--- config.mk ---
export PLATFORM = sky130hd
export DESIGN_NAME = ptst_ctrl
export DESIGN_NICKNAME = d
export VERILOG_FILES = /design/src/design/ptst_pkg.sv /design/src/design/ptst_ctrl.sv
export SDC_FILE = /design/constraint.sdc
export NUM_CORES = 1
export LEC_CHECK = 0
export CORE_AREA = 5 5 42 44
export CTS_CLUSTER_DIAMETER = 100
export DETAILED_ROUTE_END_ITERATION = 16
export DIE_AREA = 0 0 47 49
export DONT_BUFFER_PORTS = 1
export GPL_ROUTABILITY_DRIVEN = 0
export HOLD_SLACK_MARGIN = 0.12
export PLACE_DENSITY_LB_ADDON = 0.05
export SYNTH_ARGS = -nofsm -noshare
export SYNTH_HDL_FRONTEND = slang
export SYNTH_SLANG_ARGS = --single-unit
--- constraint.sdc ---
create_clock -name clk_i -period 2.6 [get_ports clk_i]
set_input_delay 0.13 -clock clk_i [delete_from_list [all_inputs] [get_ports clk_i]]
set_output_delay 0.13 -clock clk_i [all_outputs]
set_load 0.02 [all_outputs]
--- src/design/ptst_pkg.sv ---
// Shared constants, types and helpers for the port traffic statistics table.
package ptst_pkg;

  // Table geometry
  localparam int unsigned TABLE_ENTRIES = 16;
  localparam int unsigned COUNTER_BITS  = 32;
  localparam int unsigned IDX_W = (TABLE_ENTRIES > 1) ? $clog2(TABLE_ENTRIES) : 1;
  localparam int unsigned CNT_W = $clog2(TABLE_ENTRIES + 1);

  // Request kinds
  localparam logic [2:0] KIND_RECORD = 3'd0;
  localparam logic [2:0] KIND_GET    = 3'd1;
  localparam logic [2:0] KIND_NEXT   = 3'd2;
  localparam logic [2:0] KIND_RANGE  = 3'd3;
  localparam logic [2:0] KIND_GLOBAL = 3'd4;

  // Result status codes
  localparam logic [1:0] ST_OK        = 2'd0;
  localparam logic [1:0] ST_NOT_FOUND = 2'd1;
  localparam logic [1:0] ST_FULL      = 2'd2;

  localparam logic [3:0]  UID_MASK  = 4'h0F;
  localparam logic [4:0]  RANGE_MAX = 5'd31;

  localparam int unsigned IN_TDATA_W  = 152;
  localparam int unsigned IN_TUSER_W  = 3;
  localparam int unsigned OUT_TDATA_W = 192;
  localparam int unsigned OUT_TUSER_W = 2;

  typedef logic [COUNTER_BITS-1:0] cnt_t;
  typedef cnt_t [3:0]              cnt_row_t;

  // Input payload, lowest field in the lowest bits
  typedef struct packed {
    logic [5:0]  pad;
    logic [1:0]  action;
    logic [15:0] port_number;
    logic [63:0] addr_low;
    logic [63:0] addr_high;
  } in_data_t;

  // Result payload, lowest field in the lowest bits
  typedef struct packed {
    logic [6:0]  pad;
    logic [4:0]  active_ports;
    logic [15:0] last_active_port;
    logic [15:0] first_active_port;
    logic [31:0] out_ok;
    logic [31:0] out_rejected;
    logic [31:0] in_ok;
    logic [31:0] in_rejected;
    logic [3:0]  found_uid;
    logic [15:0] found_port;
  } out_data_t;

  // Controller -> datapath
  typedef struct packed {
    logic start;
    logic scan;
    logic finish;
    logic load_out;
  } dp_cmd_t;

  // Datapath -> controller
  typedef struct packed {
    logic scan_done;
  } dp_sts_t;

  function automatic logic [31:0] to_out32(input cnt_t v);
    logic [63:0] w;
    w = 64'(v);
    return w[31:0];
  endfunction

endpackage

--- src/design/ptst_ctrl.sv ---
// Sequencing state machine for the port traffic statistics table.
module ptst_ctrl (
  input  logic              clk_i,
  input  logic              rst_ni,
  input  logic              s_valid_i,
  output logic              s_ready_o,
  output logic              m_valid_o,
  input  logic              m_ready_i,
  input  ptst_pkg::dp_sts_t sts_i,
  output ptst_pkg::dp_cmd_t cmd_o
);
  import ptst_pkg::*;

  typedef enum logic [3:0] {
    ST_IDLE   = 4'b0001,
    ST_SCAN   = 4'b0010,
    ST_FINISH = 4'b0100,
    ST_RESULT = 4'b1000
  } state_e;

  state_e state_q, state_d;
  logic   out_valid_q, out_valid_d;

  always_comb begin
    state_d     = state_q;
    cmd_o       = '0;
    s_ready_o   = 1'b0;
    out_valid_d = out_valid_q && !m_ready_i;
    case (state_q)
      ST_IDLE: begin
        s_ready_o = 1'b1;
        if (s_valid_i) begin
          cmd_o.start = 1'b1;
          state_d     = ST_SCAN;
        end
      end
      ST_SCAN: begin
        cmd_o.scan = 1'b1;
        if (sts_i.scan_done) begin
          state_d = ST_FINISH;
        end
      end
      ST_FINISH: begin
        cmd_o.finish = 1'b1;
        state_d      = ST_RESULT;
      end
      ST_RESULT: begin
        // wait for the output register to free up
        if (!out_valid_q || m_ready_i) begin
          cmd_o.load_out = 1'b1;
          out_valid_d    = 1'b1;
          state_d        = ST_IDLE;
        end
      end
      default: begin
        state_d = ST_IDLE;
      end
    endcase
  end

  always_ff @(posedge clk_i or negedge rst_ni) begin
    if (!rst_ni) begin
      state_q     <= ST_IDLE;
      out_valid_q <= 1'b0;
    end else begin
      state_q     <= state_d;
      out_valid_q <= out_valid_d;
    end
  end

  assign m_valid_o = out_valid_q;

endmodule

==> summary.txt <==
Final ANT Viol Nets -> 0
Worst-Skew Late Latency -> 0.24 ns
DRC -> 0
combinational share of power -> 34.8%
post-CTS setup buffer count -> 0
Post-synth ARST share -> 100%
Worst Setup Path Type -> flip-flop to output port
most common cell in the synthesized netlist -> dfrtp_1
Synth top cells by count -> dfrtp_1 (4), and2_1 (2)
H-tree depth -> 1
Critical R2R Launch -> state_q[1]$_DFFE_PN0P_
CTS Buf Count -> 3
fin nets -> 39
gr usage total -> 6.22%
DRC violation total after the first TritonRoute iteration -> 10
row count -> 14
synthesized cell area -> 273 um^2
largest net degree at the start of global routing -> 8
Worst VDD drop -> 0.000427 V
Fill cells -> 154
Relative slew margins -> 42.8%
Synth Flop Type -> dfrtp_1
Routed Wire Length -> 585 um
detailed placement HPWL -> 463 um
Die Ht -> 49 um
total global routing overflow -> 0
Clock transition at path regs -> 0.04 ns
initial antenna violation count -> 0
Seq pwr share -> 39.4%
skew final -> 0.00240 ns
DP Area -> 293 um^2
fmax -> 590 MHz
Crit path arrival time -> 1.56 ns
crit path capture type -> output port
final setup vio count -> 0
Slew Limit Fails -> 0
full die area -> 0.00230 mm^2
Port Buffer Count -> 0
vias in the first global route -> 217
post-synthesis sequential area ratio -> 46.3%
critical path required time -> 2.47 ns
DR vias/cell -> 4.33
measured slew at the worst slew-check pin -> 0.856 ns
Max clock buf depth -> 2
Cell variety after synth -> 22
max-cap violation count -> 0
vias after detailed routing -> 212
Final Hold Viols -> 0
top cell type by total area after synthesis -> dfrtp_1
Post-synth EDFFs -> 0
DRT Pass-1 Iters -> 4
share of the synthesized area in the top cell type -> 36.7%
Psw -> 0.000122 W
die width -> 47 um
leakage -> 0.159 nW
Initial Utilization -> 19.5%
post-synth net total -> 31
post-synthesis instance total -> 26
Min-Delay Path Class -> primary input to asynchronous set/reset pin
Ports -> 11
crit start category -> flip-flop
pwr dens -> 963 mW/mm^2
TritonCTS clock tree -> built
drt wl/cell -> 11.9 um
final worst path period share -> 65.2%
P&R area growth vs syn -> 28.0%
Synth area leaders -> dfrtp_1 (37%), dfstp_2 (9.6%), or4b_4 (5.0%)
critical path startpoint -> state_q[2]$_DFFE_PN0P_
Clock power frac -> 25.8%
RSZ-0062 raised after global routing -> false
status -> finished clean
crit path time final -> 1.69 ns
Post-CTS Resized -> 0
Switching Fraction -> 36.2%
first-pass GRT wire length -> 959 um
worst-path fanout max -> 7
final instance area -> 349 um^2
Clock Root Buffer -> clkbuf_4
diodes inserted -> 0
internal power -> 0.000214 W
average size of a mapped cell -> 10.5 um^2
TritonCTS Sinks -> 5
Core Box Area -> 0.00140 mm^2
layout cells sized above 1 -> 18.2%
Synth warnings -> 0
setup TNS -> 0 ns
synthesized flop and latch total -> 5
-- worst max-delay path, stage by stage (launching register included) --
cell,delay (ns)
dfrtp_1,0.43
or4b_4,0.56
nor2_1,0.34
-- layout by cell type, fill, tap and decap left out --
cell,instances
buf_4,1
nor3b_1,1
and2_1,2
dfrtp_1,4
clkbuf_1,1
or2b_1,1
nor2_1,1
a211oi_1,1
dlygate4sd3_1,3
nor2b_1,1
and2b_1,1
nor3_1,1
o21ai_0,1
or4b_4,1
nand3b_1,1
nand2b_1,1
a21o_1,1
nand2_1,1
o31ai_1,1
nor4b_1,1
dfstp_2,1
inv_1,1
and3b_1,1
clkbuf_4,3
o22a_1,1
-- sequential cells by signal, indices dropped and copies added, names as in the netlist --
| name | count |
|---|---|
| state_q | 4 |
| m_valid_o | 1 |
-- power by group through the flow --
stage	Clock (W)	Combinational, W	Sequential, W
finish	0.0000868	0.000117	0.000132
global route	0.0000991	0.000124	0.000139
CTS	0.0000917	0.000120	0.000132
detailed placement	0	0.000114	0.000133
global placement	0	0.000113	0.000133
floorplan	0	0.0000876	0.000124
-- layout make-up --
class / count / area (um^2) / area share (%)
timing repair buffer: 4 / 37.5 / 10.8
tap: 16 / 20.0 / 5.73
sequential: 5 / 126 / 36.2
multi-input combinational: 19 / 135 / 38.7
inverter: 1 / 3.75 / 1.08
clock buffer: 4 / 26.3 / 7.53
-- cell families (layout without fill, tap and decap cells) --
group | count (synthesis) | after routing | share of synthesized area, %
AND/OR/NAND/NOR | 14 | 14 | 36.2
AO/OA/AOI/OAI | 5 | 5 | 13.3
buffers and inverters | 2 | 9 | 4.13
flip-flops | 5 | 5 | 46.3
-- repair_timing --
action / CTS / global route
hold buffers: 3 / 0
setup endpoints to repair: 0 / 0
endpoints found under the hold margin: 9 / 0
-- path summary, 6_finish.rpt --
| check | depth (start not counted) | to | slack, ns |
|---|---|---|---|
| setup / recovery | 2 | cmd_o[0] | 0.91 |
| hold / removal | 1 | m_valid_o$_DFF_PN0_ | 0.18 |
| setup reg to reg | 3 | state_q[2]$_DFFE_PN0P_ | 1.00 |
| hold reg to reg | 1 | state_q[3]$_DFFE_PN0P_ | 0.57 |
| max in group asynchronous | 1 | state_q[0]$_DFFE_PN1P_ | 2.17 |
| min in group clk_i | 3 | state_q[0]$_DFFE_PN1P_ | 0.29 |
-- metrics by stage --
step                      hold slack, ns  power [W]  util (%)  instances  worst slack, ns
after CTS                          0.178   0.000344      24.9         49            0.886
after floorplan                   -0.166   0.000211         -         26            0.737
after global routing               0.185   0.000362      24.9         49            0.810
final                              0.179   0.000336      24.9         49            0.906
after global placement            -0.165   0.000246      20.9         42            0.979
after detailed placement          -0.165   0.000247      20.9         42            0.977
-- metal layers --
metal  vias up  part of all wire [%]  track usage, %
met3         2                    18            6.27
met4         0                   2.7            4.15
met1        88                    42            7.13
met5         -                     0               0
met2        15                    37            6.79
li1        107                     -               -
Power figures use the tool's default switching activity.
