<file path="src/design/ptst_pkg.sv">
// Shared constants, types and helpers for the port traffic statistics table.
package ptst_pkg;

  // Table geometry
  localparam int unsigned TABLE_ENTRIES = 16;
  localparam int unsigned COUNTER_BITS  = 32;
  localparam int unsigned IDX_W = (TABLE_ENTRIES > 1) ? $clog2(TABLE_ENTRIES) : 1;
  localparam int unsigned CNT_W = $clog2(TABLE_ENTRIES + 1);

  // Request kinds
  localparam logic [2:0] KIND_RECORD = 3'd0;
  localparam logic [2:0] KIND_GET    = 3'd1;
  localparam logic [2:0] KIND_NEXT   = 3'd2;
  localparam logic [2:0] KIND_RANGE  = 3'd3;
  localparam logic [2:0] KIND_GLOBAL = 3'd4;

  // Result status codes
  localparam logic [1:0] ST_OK        = 2'd0;
  localparam logic [1:0] ST_NOT_FOUND = 2'd1;
  localparam logic [1:0] ST_FULL      = 2'd2;

  localparam logic [3:0]  UID_MASK  = 4'h0F;
  localparam logic [4:0]  RANGE_MAX = 5'd31;

  localparam int unsigned IN_TDATA_W  = 152;
  localparam int unsigned IN_TUSER_W  = 3;
  localparam int unsigned OUT_TDATA_W = 192;
  localparam int unsigned OUT_TUSER_W = 2;

  typedef logic [COUNTER_BITS-1:0] cnt_t;
  typedef cnt_t [3:0]              cnt_row_t;

  // Input payload, lowest field in the lowest bits
  typedef struct packed {
    logic [5:0]  pad;
    logic [1:0]  action;
    logic [15:0] port_number;
    logic [63:0] addr_low;
    logic [63:0] addr_high;
  } in_data_t;

  // Result payload, lowest field in the lowest bits
  typedef struct packed {
    logic [6:0]  pad;
    logic [4:0]  active_ports;
    logic [15:0] last_active_port;
    logic [15:0] first_active_port;
    logic [31:0] out_ok;
    logic [31:0] out_rejected;
    logic [31:0] in_ok;
    logic [31:0] in_rejected;
    logic [3:0]  found_uid;
    logic [15:0] found_port;
  } out_data_t;

  // Controller -> datapath
  typedef struct packed {
    logic start;
    logic scan;
    logic finish;
    logic load_out;
  } dp_cmd_t;

  // Datapath -> controller
  typedef struct packed {
    logic scan_done;
  } dp_sts_t;

  function automatic logic [31:0] to_out32(input cnt_t v);
    logic [63:0] w;
    w = 64'(v);
    return w[31:0];
  endfunction

endpackage

</file>
<file path="src/design/ptst_dp.sv">
// Datapath: entry table, scan evaluation, counter update and result register.
module ptst_dp (
  input  logic                                 clk_i,
  input  logic                                 rst_ni,
  input  logic [ptst_pkg::IN_TDATA_W-1:0]      s_tdata_i,
  input  logic [ptst_pkg::IN_TUSER_W-1:0]      s_tuser_i,
  input  ptst_pkg::dp_cmd_t                    cmd_i,
  output ptst_pkg::dp_sts_t                    sts_o,
  output logic [ptst_pkg::OUT_TDATA_W-1:0]     m_tdata_o,
  output logic [ptst_pkg::OUT_TUSER_W-1:0]     m_tuser_o
);
  import ptst_pkg::*;

  in_data_t in_data;
  assign in_data = in_data_t'(s_tdata_i);

  // Entry storage
  logic [63:0] mem_hi   [TABLE_ENTRIES];
  logic [63:0] mem_lo   [TABLE_ENTRIES];
  logic [15:0] mem_port [TABLE_ENTRIES];
  logic [3:0]  mem_uid  [TABLE_ENTRIES];
  cnt_row_t    mem_cnt  [TABLE_ENTRIES];

  // Latched request
  logic [2:0]  req_kind_q;
  logic [63:0] req_hi_q, req_lo_q;
  logic [15:0] req_port_q;
  logic [1:0]  req_act_q;

  // Scan and read registers
  logic [CNT_W-1:0] idx_q, used_q;
  logic             rd_valid_q;
  logic [IDX_W-1:0] rd_idx_q;
  logic [63:0]      rd_hi_q, rd_lo_q;
  logic [15:0]      rd_port_q;
  logic [3:0]       rd_uid_q;
  cnt_row_t         rd_cnt_q;

  // Selected entry and range accumulators
  logic             hit_q, sel_q;
  logic [IDX_W-1:0] sel_idx_q;
  logic [15:0]      row_port_q;
  logic [3:0]       row_uid_q;
  cnt_row_t         row_cnt_q;
  logic [4:0]       n_q;
  logic [15:0]      first_q, last_q;

  cnt_row_t glb_q;

  out_data_t        out_q;
  logic [1:0]       status_q;

  // Result assembly
  out_data_t  out_d;
  logic [1:0] status_d;
  cnt_row_t   src;

  logic scan_done, rd_en;
  logic addr_eq, primary, capture, take_hit, is_next, room;
  logic append;
  cnt_row_t bump_row;

  assign scan_done       = (idx_q == used_q);
  assign sts_o.scan_done = scan_done;
  assign rd_en           = cmd_i.scan && !scan_done;

  assign addr_eq  = rd_valid_q && (rd_hi_q == req_hi_q) && (rd_lo_q == req_lo_q);
  assign primary  = addr_eq && ((req_port_q == 16'd0) || (rd_port_q == req_port_q));
  assign is_next  = (req_kind_q == KIND_NEXT);
  assign take_hit = !hit_q && primary;
  // get next: first same-address entry after the primary match
  assign capture  = is_next ? (hit_q && !sel_q && addr_eq)
                            : (((req_kind_q == KIND_RECORD) || (req_kind_q == KIND_GET))
                               && !sel_q && primary);

  assign room   = (used_q < CNT_W'(TABLE_ENTRIES));
  assign append = cmd_i.finish && (req_kind_q == KIND_RECORD) && !sel_q && room;

  always_comb begin
    bump_row            = sel_q ? row_cnt_q : '0;
    bump_row[req_act_q] = bump_row[req_act_q] + cnt_t'(1);
  end

  // Control state
  always_ff @(posedge clk_i or negedge rst_ni) begin
    if (!rst_ni) begin
      idx_q      <= '0;
      used_q     <= '0;
      rd_valid_q <= 1'b0;
      hit_q      <= 1'b0;
      sel_q      <= 1'b0;
      n_q        <= '0;
      glb_q      <= '0;
    end else begin
      rd_valid_q <= rd_en;
      if (cmd_i.start) begin
        idx_q <= '0;
        hit_q <= 1'b0;
        sel_q <= 1'b0;
        n_q   <= '0;
      end else begin
        if (rd_en) begin
          idx_q <= idx_q + CNT_W'(1);
        end
        if (take_hit) begin
          hit_q <= 1'b1;
        end
        if (capture || append) begin
          sel_q <= 1'b1;
        end
        if (addr_eq && (n_q != RANGE_MAX)) begin
          n_q <= n_q + 5'd1;
        end
      end
      if (append) begin
        used_q <= used_q + CNT_W'(1);
      end
      if (cmd_i.finish && (req_kind_q == KIND_RECORD)) begin
        glb_q[req_act_q] <= glb_q[req_act_q] + cnt_t'(1);
      end
    end
  end

  // Memories and payload
  always_ff @(posedge clk_i) begin
    if (cmd_i.start) begin
      req_kind_q <= s_tuser_i;
      req_hi_q   <= in_data.addr_high;
      req_lo_q   <= in_data.addr_low;
      req_port_q <= in_data.port_number;
      req_act_q  <= in_data.action;
    end
    if (rd_en) begin
      rd_idx_q  <= idx_q[IDX_W-1:0];
      rd_hi_q   <= mem_hi[idx_q[IDX_W-1:0]];
      rd_lo_q   <= mem_lo[idx_q[IDX_W-1:0]];
      rd_port_q <= mem_port[idx_q[IDX_W-1:0]];
      rd_uid_q  <= mem_uid[idx_q[IDX_W-1:0]];
      rd_cnt_q  <= mem_cnt[idx_q[IDX_W-1:0]];
    end
    if (capture && !cmd_i.start) begin
      sel_idx_q  <= rd_idx_q;
      row_port_q <= rd_port_q;
      row_uid_q  <= rd_uid_q;
      row_cnt_q  <= rd_cnt_q;
    end
    if (addr_eq && !cmd_i.start) begin
      if (n_q == 5'd0) begin
        first_q <= rd_port_q;
        last_q  <= rd_port_q;
      end else if (rd_port_q < first_q) begin
        first_q <= rd_port_q;
      end else if (rd_port_q > last_q) begin
        last_q <= rd_port_q;
      end
    end
    if (cmd_i.finish && (req_kind_q == KIND_RECORD)) begin
      if (sel_q) begin
        mem_cnt[sel_idx_q] <= bump_row;
        row_cnt_q          <= bump_row;
      end else if (room) begin
        mem_hi[used_q[IDX_W-1:0]]   <= req_hi_q;
        mem_lo[used_q[IDX_W-1:0]]   <= req_lo_q;
        mem_port[used_q[IDX_W-1:0]] <= req_port_q;
        mem_uid[used_q[IDX_W-1:0]]  <= req_port_q[3:0] & UID_MASK;
        mem_cnt[used_q[IDX_W-1:0]]  <= bump_row;
        row_port_q                  <= req_port_q;
        row_uid_q                   <= req_port_q[3:0] & UID_MASK;
        row_cnt_q                   <= bump_row;
      end
    end
    if (cmd_i.load_out) begin
      out_q    <= out_d;
      status_q <= status_d;
    end
  end

  always_comb begin
    src      = (req_kind_q == KIND_GLOBAL) ? glb_q : row_cnt_q;
    out_d    = '0;
    status_d = ST_NOT_FOUND;
    case (req_kind_q)
      KIND_RECORD, KIND_GET, KIND_NEXT: begin
        if (sel_q) begin
          status_d           = ST_OK;
          out_d.found_port   = row_port_q;
          out_d.found_uid    = row_uid_q;
          out_d.in_rejected  = to_out32(cnt_t'(src[0] - src[1]));
          out_d.in_ok        = to_out32(src[1]);
          out_d.out_rejected = to_out32(cnt_t'(src[2] - src[3]));
          out_d.out_ok       = to_out32(src[3]);
        end else if (req_kind_q == KIND_RECORD) begin
          status_d = ST_FULL;
        end
      end
      KIND_RANGE: begin
        status_d                = ST_OK;
        out_d.active_ports      = n_q;
        out_d.first_active_port = (n_q == 5'd0) ? 16'd0 : first_q;
        out_d.last_active_port  = (n_q == 5'd0) ? 16'd0 : last_q;
      end
      KIND_GLOBAL: begin
        status_d           = ST_OK;
        out_d.in_rejected  = to_out32(cnt_t'(src[0] - src[1]));
        out_d.in_ok        = to_out32(src[1]);
        out_d.out_rejected = to_out32(cnt_t'(src[2] - src[3]));
        out_d.out_ok       = to_out32(src[3]);
      end
      default: begin
        status_d = ST_NOT_FOUND;
      end
    endcase
  end

  assign m_tdata_o = OUT_TDATA_W'(out_q);
  assign m_tuser_o = status_q;

endmodule

</file>
<file path="config.mk">
export PLATFORM = sky130hd
export DESIGN_NAME = ptst_dp
export DESIGN_NICKNAME = d
export VERILOG_FILES = /design/src/design/ptst_pkg.sv /design/src/design/ptst_dp.sv
export SDC_FILE = /design/constraint.sdc
export NUM_CORES = 2
export LEC_CHECK = 0
export BUFFER_PORTS_ARGS = -buffer_cell sky130_fd_sc_hd__buf_4
export CAP_MARGIN = 20
export CELL_PAD_IN_SITES_DETAIL_PLACEMENT = 1
export CELL_PAD_IN_SITES_GLOBAL_PLACEMENT = 1
export CORE_ASPECT_RATIO = 1.5
export CORE_UTILIZATION = 45
export DETAILED_ROUTE_END_ITERATION = 16
export PLACE_DENSITY_LB_ADDON = 0.3
export REMOVE_ABC_BUFFERS = 1
export SYNTH_ARGS = -nofsm -noshare
export SYNTH_HDL_FRONTEND = slang
export SYNTH_MEMORY_MAX_BITS = 65536
export SYNTH_SLANG_ARGS = --single-unit
</file>
<file path="constraint.sdc">
create_clock -name clk_i -period 16.8 [get_ports clk_i]
set_input_delay 1.68 -clock clk_i [delete_from_list [all_inputs] [get_ports clk_i]]
set_output_delay 1.68 -clock clk_i [all_outputs]
set_load 0.02 [all_outputs]
</file>
==> impl_metrics.json <==
{
  "worstSetupPathType": "reg2reg",
  "swShare": 0.251,
  "min_path_type": "reg2reg",
  "critPathRequiredTime_ps": 17710,
  "cts-resized-gates": 0,
  "synth_edf_count": 5000,
  "port-buffer-count": 342,
  "dp_hpwl_um": 298000,
  "clock-skew-final_ps": 45.3,
  "synthArstFlopShare": 0.0276,
  "end_kind": "register",
  "ioPinCount": 356,
  "clk_latency_ps": 1020,
  "grt_antenna_before_repair": 16,
  "synth_area_leaders": "edfxtp_1, mux4_2, dfrtp_1",
  "ir_drop_v": 0.000118,
  "die-height_um": 832,
  "drive_gt1_frac": 0.265,
  "met3_length_um": 33800,
  "die_width_um": 555,
  "yosys_register_bits": 5294,
  "run_status": "finished, final reports clean",
  "fillCellCount": 40200,
  "synth_ff_type": "edfxtp_1",
  "slew_violations": 0,
  "synth_compound_area_frac": 0.0192,
  "rsz0062_at_grt": "false",
  "root_buffer": "clkbuf_16",
  "hold_buffers": 0,
  "fin_nets": 10700,
  "seqPwrFrac": 0.487,
  "synthToLayoutAreaGrowth_pct": 13.1,
  "grt_pass1_vias": 109000,
  "synthXorXnorAreaFrac": 0.0108,
  "cp.arrival_ps": 8090,
  "leakagePower_nw": 73.5,
  "min_period_over_period": 0.428,
  "grt_pass1_wl_um": 788000,
  "layout_common_cells": "edfxtp_1, mux4_2, buf_4, clkbuf_16, nand2_1",
  "yosysWarnings": 0,
  "path_clk_slew_ps": 70,
  "cts_setup_buffers": 0,
  "synthCells": 9818,
  "dp_cells": 16000,
  "whs_ps": 423,
  "synth_top_area_cell": "edfxtp_1",
  "clock-sinks": 5294,
  "syn_avg_cell_area_um2": 21.0,
  "power.total_mw": 32.2,
  "post-route-min-period_ps": 7190,
  "grtUsageTotal": 0.237,
  "hold_viol": 0,
  "core_um2": 457000,
  "clock.fmax_mhz": 139,
  "grt_max_degree": 148,
  "max_cap_violations": 0,
  "die_area_um2": 462000,
  "ant_nets": 0,
  "wirelength_um": 552000,
  "dr.pass1.iters": 5,
  "vias": 102000,
  "ys_types": 80,
  "cp_max_fo": 80,
  "gp_congestion": 0.815,
  "synth_seq_area_share": 0.759,
  "overflow": 0,
  "wire_per_inst_um": 32.5,
  "cts_max_level": 5,
  "worst_slew_pin_slew_ps": 1170,
  "routed_via_density": 6.02,
  "startpoint_type": "register",
  "p_int_mw": 24.1,
  "route.detailed.drc": 0,
  "power_per_cell_area_nw_per_um2": 138,
  "wl_met2_um": 285000,
  "drtIter0Drc": 9932,
  "relSlewSlack": 0.215,
  "num_rows": 304,
  "start_util": 0.452,
  "syn-cell-area_um2": 207000,
  "yosysTopAreaCellShare": 0.727,
  "cts_tree": "done",
  "finalNonFillerCells": 17000,
  "synth-simple-area-share": 0.0282,
  "synth_top_family_by_area": "multiplexers",
  "synth_adder_area_share": 0.00655,
  "synth.area.mux_share": 0.165,
  "final_common_cell": "edfxtp_1",
  "power_frac_comb": 0.167,
  "netSwitchingPower_mw": 8.10,
  "setup_viol": 0,
  "drt-met1-wl_um": 216000,
  "finalSetupTns_ps": 0,
  "power.share.clock": 0.346,
  "top_layer_used": "met5",
  "cts_buffers": 477,
  "cts_buffer_depth": 4
}
## cells in the mapped netlist, drive strengths merged, types with 105 or more instances
cell    instances
xor2          117
mux2i         203
nand2         450
edfxtp       5000
dfrtp         146
dfxtp         148
buf           174
clkbuf        331
mux4         1422
xnor2         136
ha            105
a21oi         236
nor2          384
o21ai         221
## power by group through the flow
stage / registers (mW) / logic (mW) / clock network (mW)
6_report: 15.7 / 5.37 / 11.2
5_1_grt: 15.8 / 5.76 / 11.7
4_1_cts: 15.7 / 5.48 / 11.4
3_5_place_dp: 16.0 / 5.44 / 0
3_3_place_gp: 15.9 / 5.31 / 0
2_1_floorplan: 16.1 / 6.36 / 0
## metrics by stage
stage	setup WS, ps	util	area, µm²
final	9610	0.511	234000
after global routing	9710	0.511	234000
after CTS	9590	0.511	233000
after detailed placement	9690	0.476	218000
after global placement	9790	0.476	218000
after floorplan	-30660	-	205000
## kinds of logic after synthesis
logic type | Yosys count
other | 1
multiplexers | 1630
buffers and inverters | 586
adder cells (fa/ha/maj) | 107
XOR/XNOR | 253
flip-flops | 5294
AO/OA/AOI/OAI | 672
AND/OR/NAND/NOR | 1275
## critical path, cell delays in order, from the launching register on
cell and delay (ps):
edfxtp_1 750, xnor2_1 200, nand4_1 690, nor3_1 670
nand4_1 580, or4_1 1010, nor3_4 220, buf_4 810
buf_12 550, buf_4 640, mux2i_1 270, nor2_1 70
a21o_1 190
## final timing paths
check / startpoint / to / slack, ps / cells past startpoint
min in group asynchronous: rst_ni / glb_q[21] / 550 / 1
hold reg to reg: rd_idx_q[0] / sel_idx_q[0] / 420 / 0
setup / recovery: req_lo_q[51] / row_cnt_q[73] / 9610 / 12
setup reg to reg: req_lo_q[51] / row_cnt_q[73] / 9610 / 12
hold / removal: rd_idx_q[0] / sel_idx_q[0] / 420 / 0
max in group asynchronous: rst_ni / sel_q / 14890 / 2
## layer usage
layer,GRT usage,vias to the layer above
met5,0,-
met2,0.415,3739
li1,-,41600
met3,0.0299,770
met1,0.311,56000
met4,0.0674,10
## flip-flops by register name, summed over array words and instances, names as in the netlist, 27 cells and up
signal / cells
glb_q: 128
mem_lo: 1024
rd_hi_q: 64
mem_hi: 1024
req_hi_q: 64
rd_cnt_q: 128
req_lo_q: 64
mem_uid: 27
mem_port: 229
mem_cnt: 2048
m_tdata_o: 185
rd_lo_q: 64
row_cnt_q: 128
## area by class of cell
class                   count  area (µm²)  area share
clock inverters           305        3110      0.0133
diodes                     11        27.5    0.000118
multi-input cells        3944       47800       0.205
inverters                  81         304     0.00130
well taps                6120        7660      0.0328
repair buffers            631        5200      0.0223
clock buffers             580       12800      0.0546
flip-flops and latches   5294      157000       0.671
(Power assumes the default switching activity.)
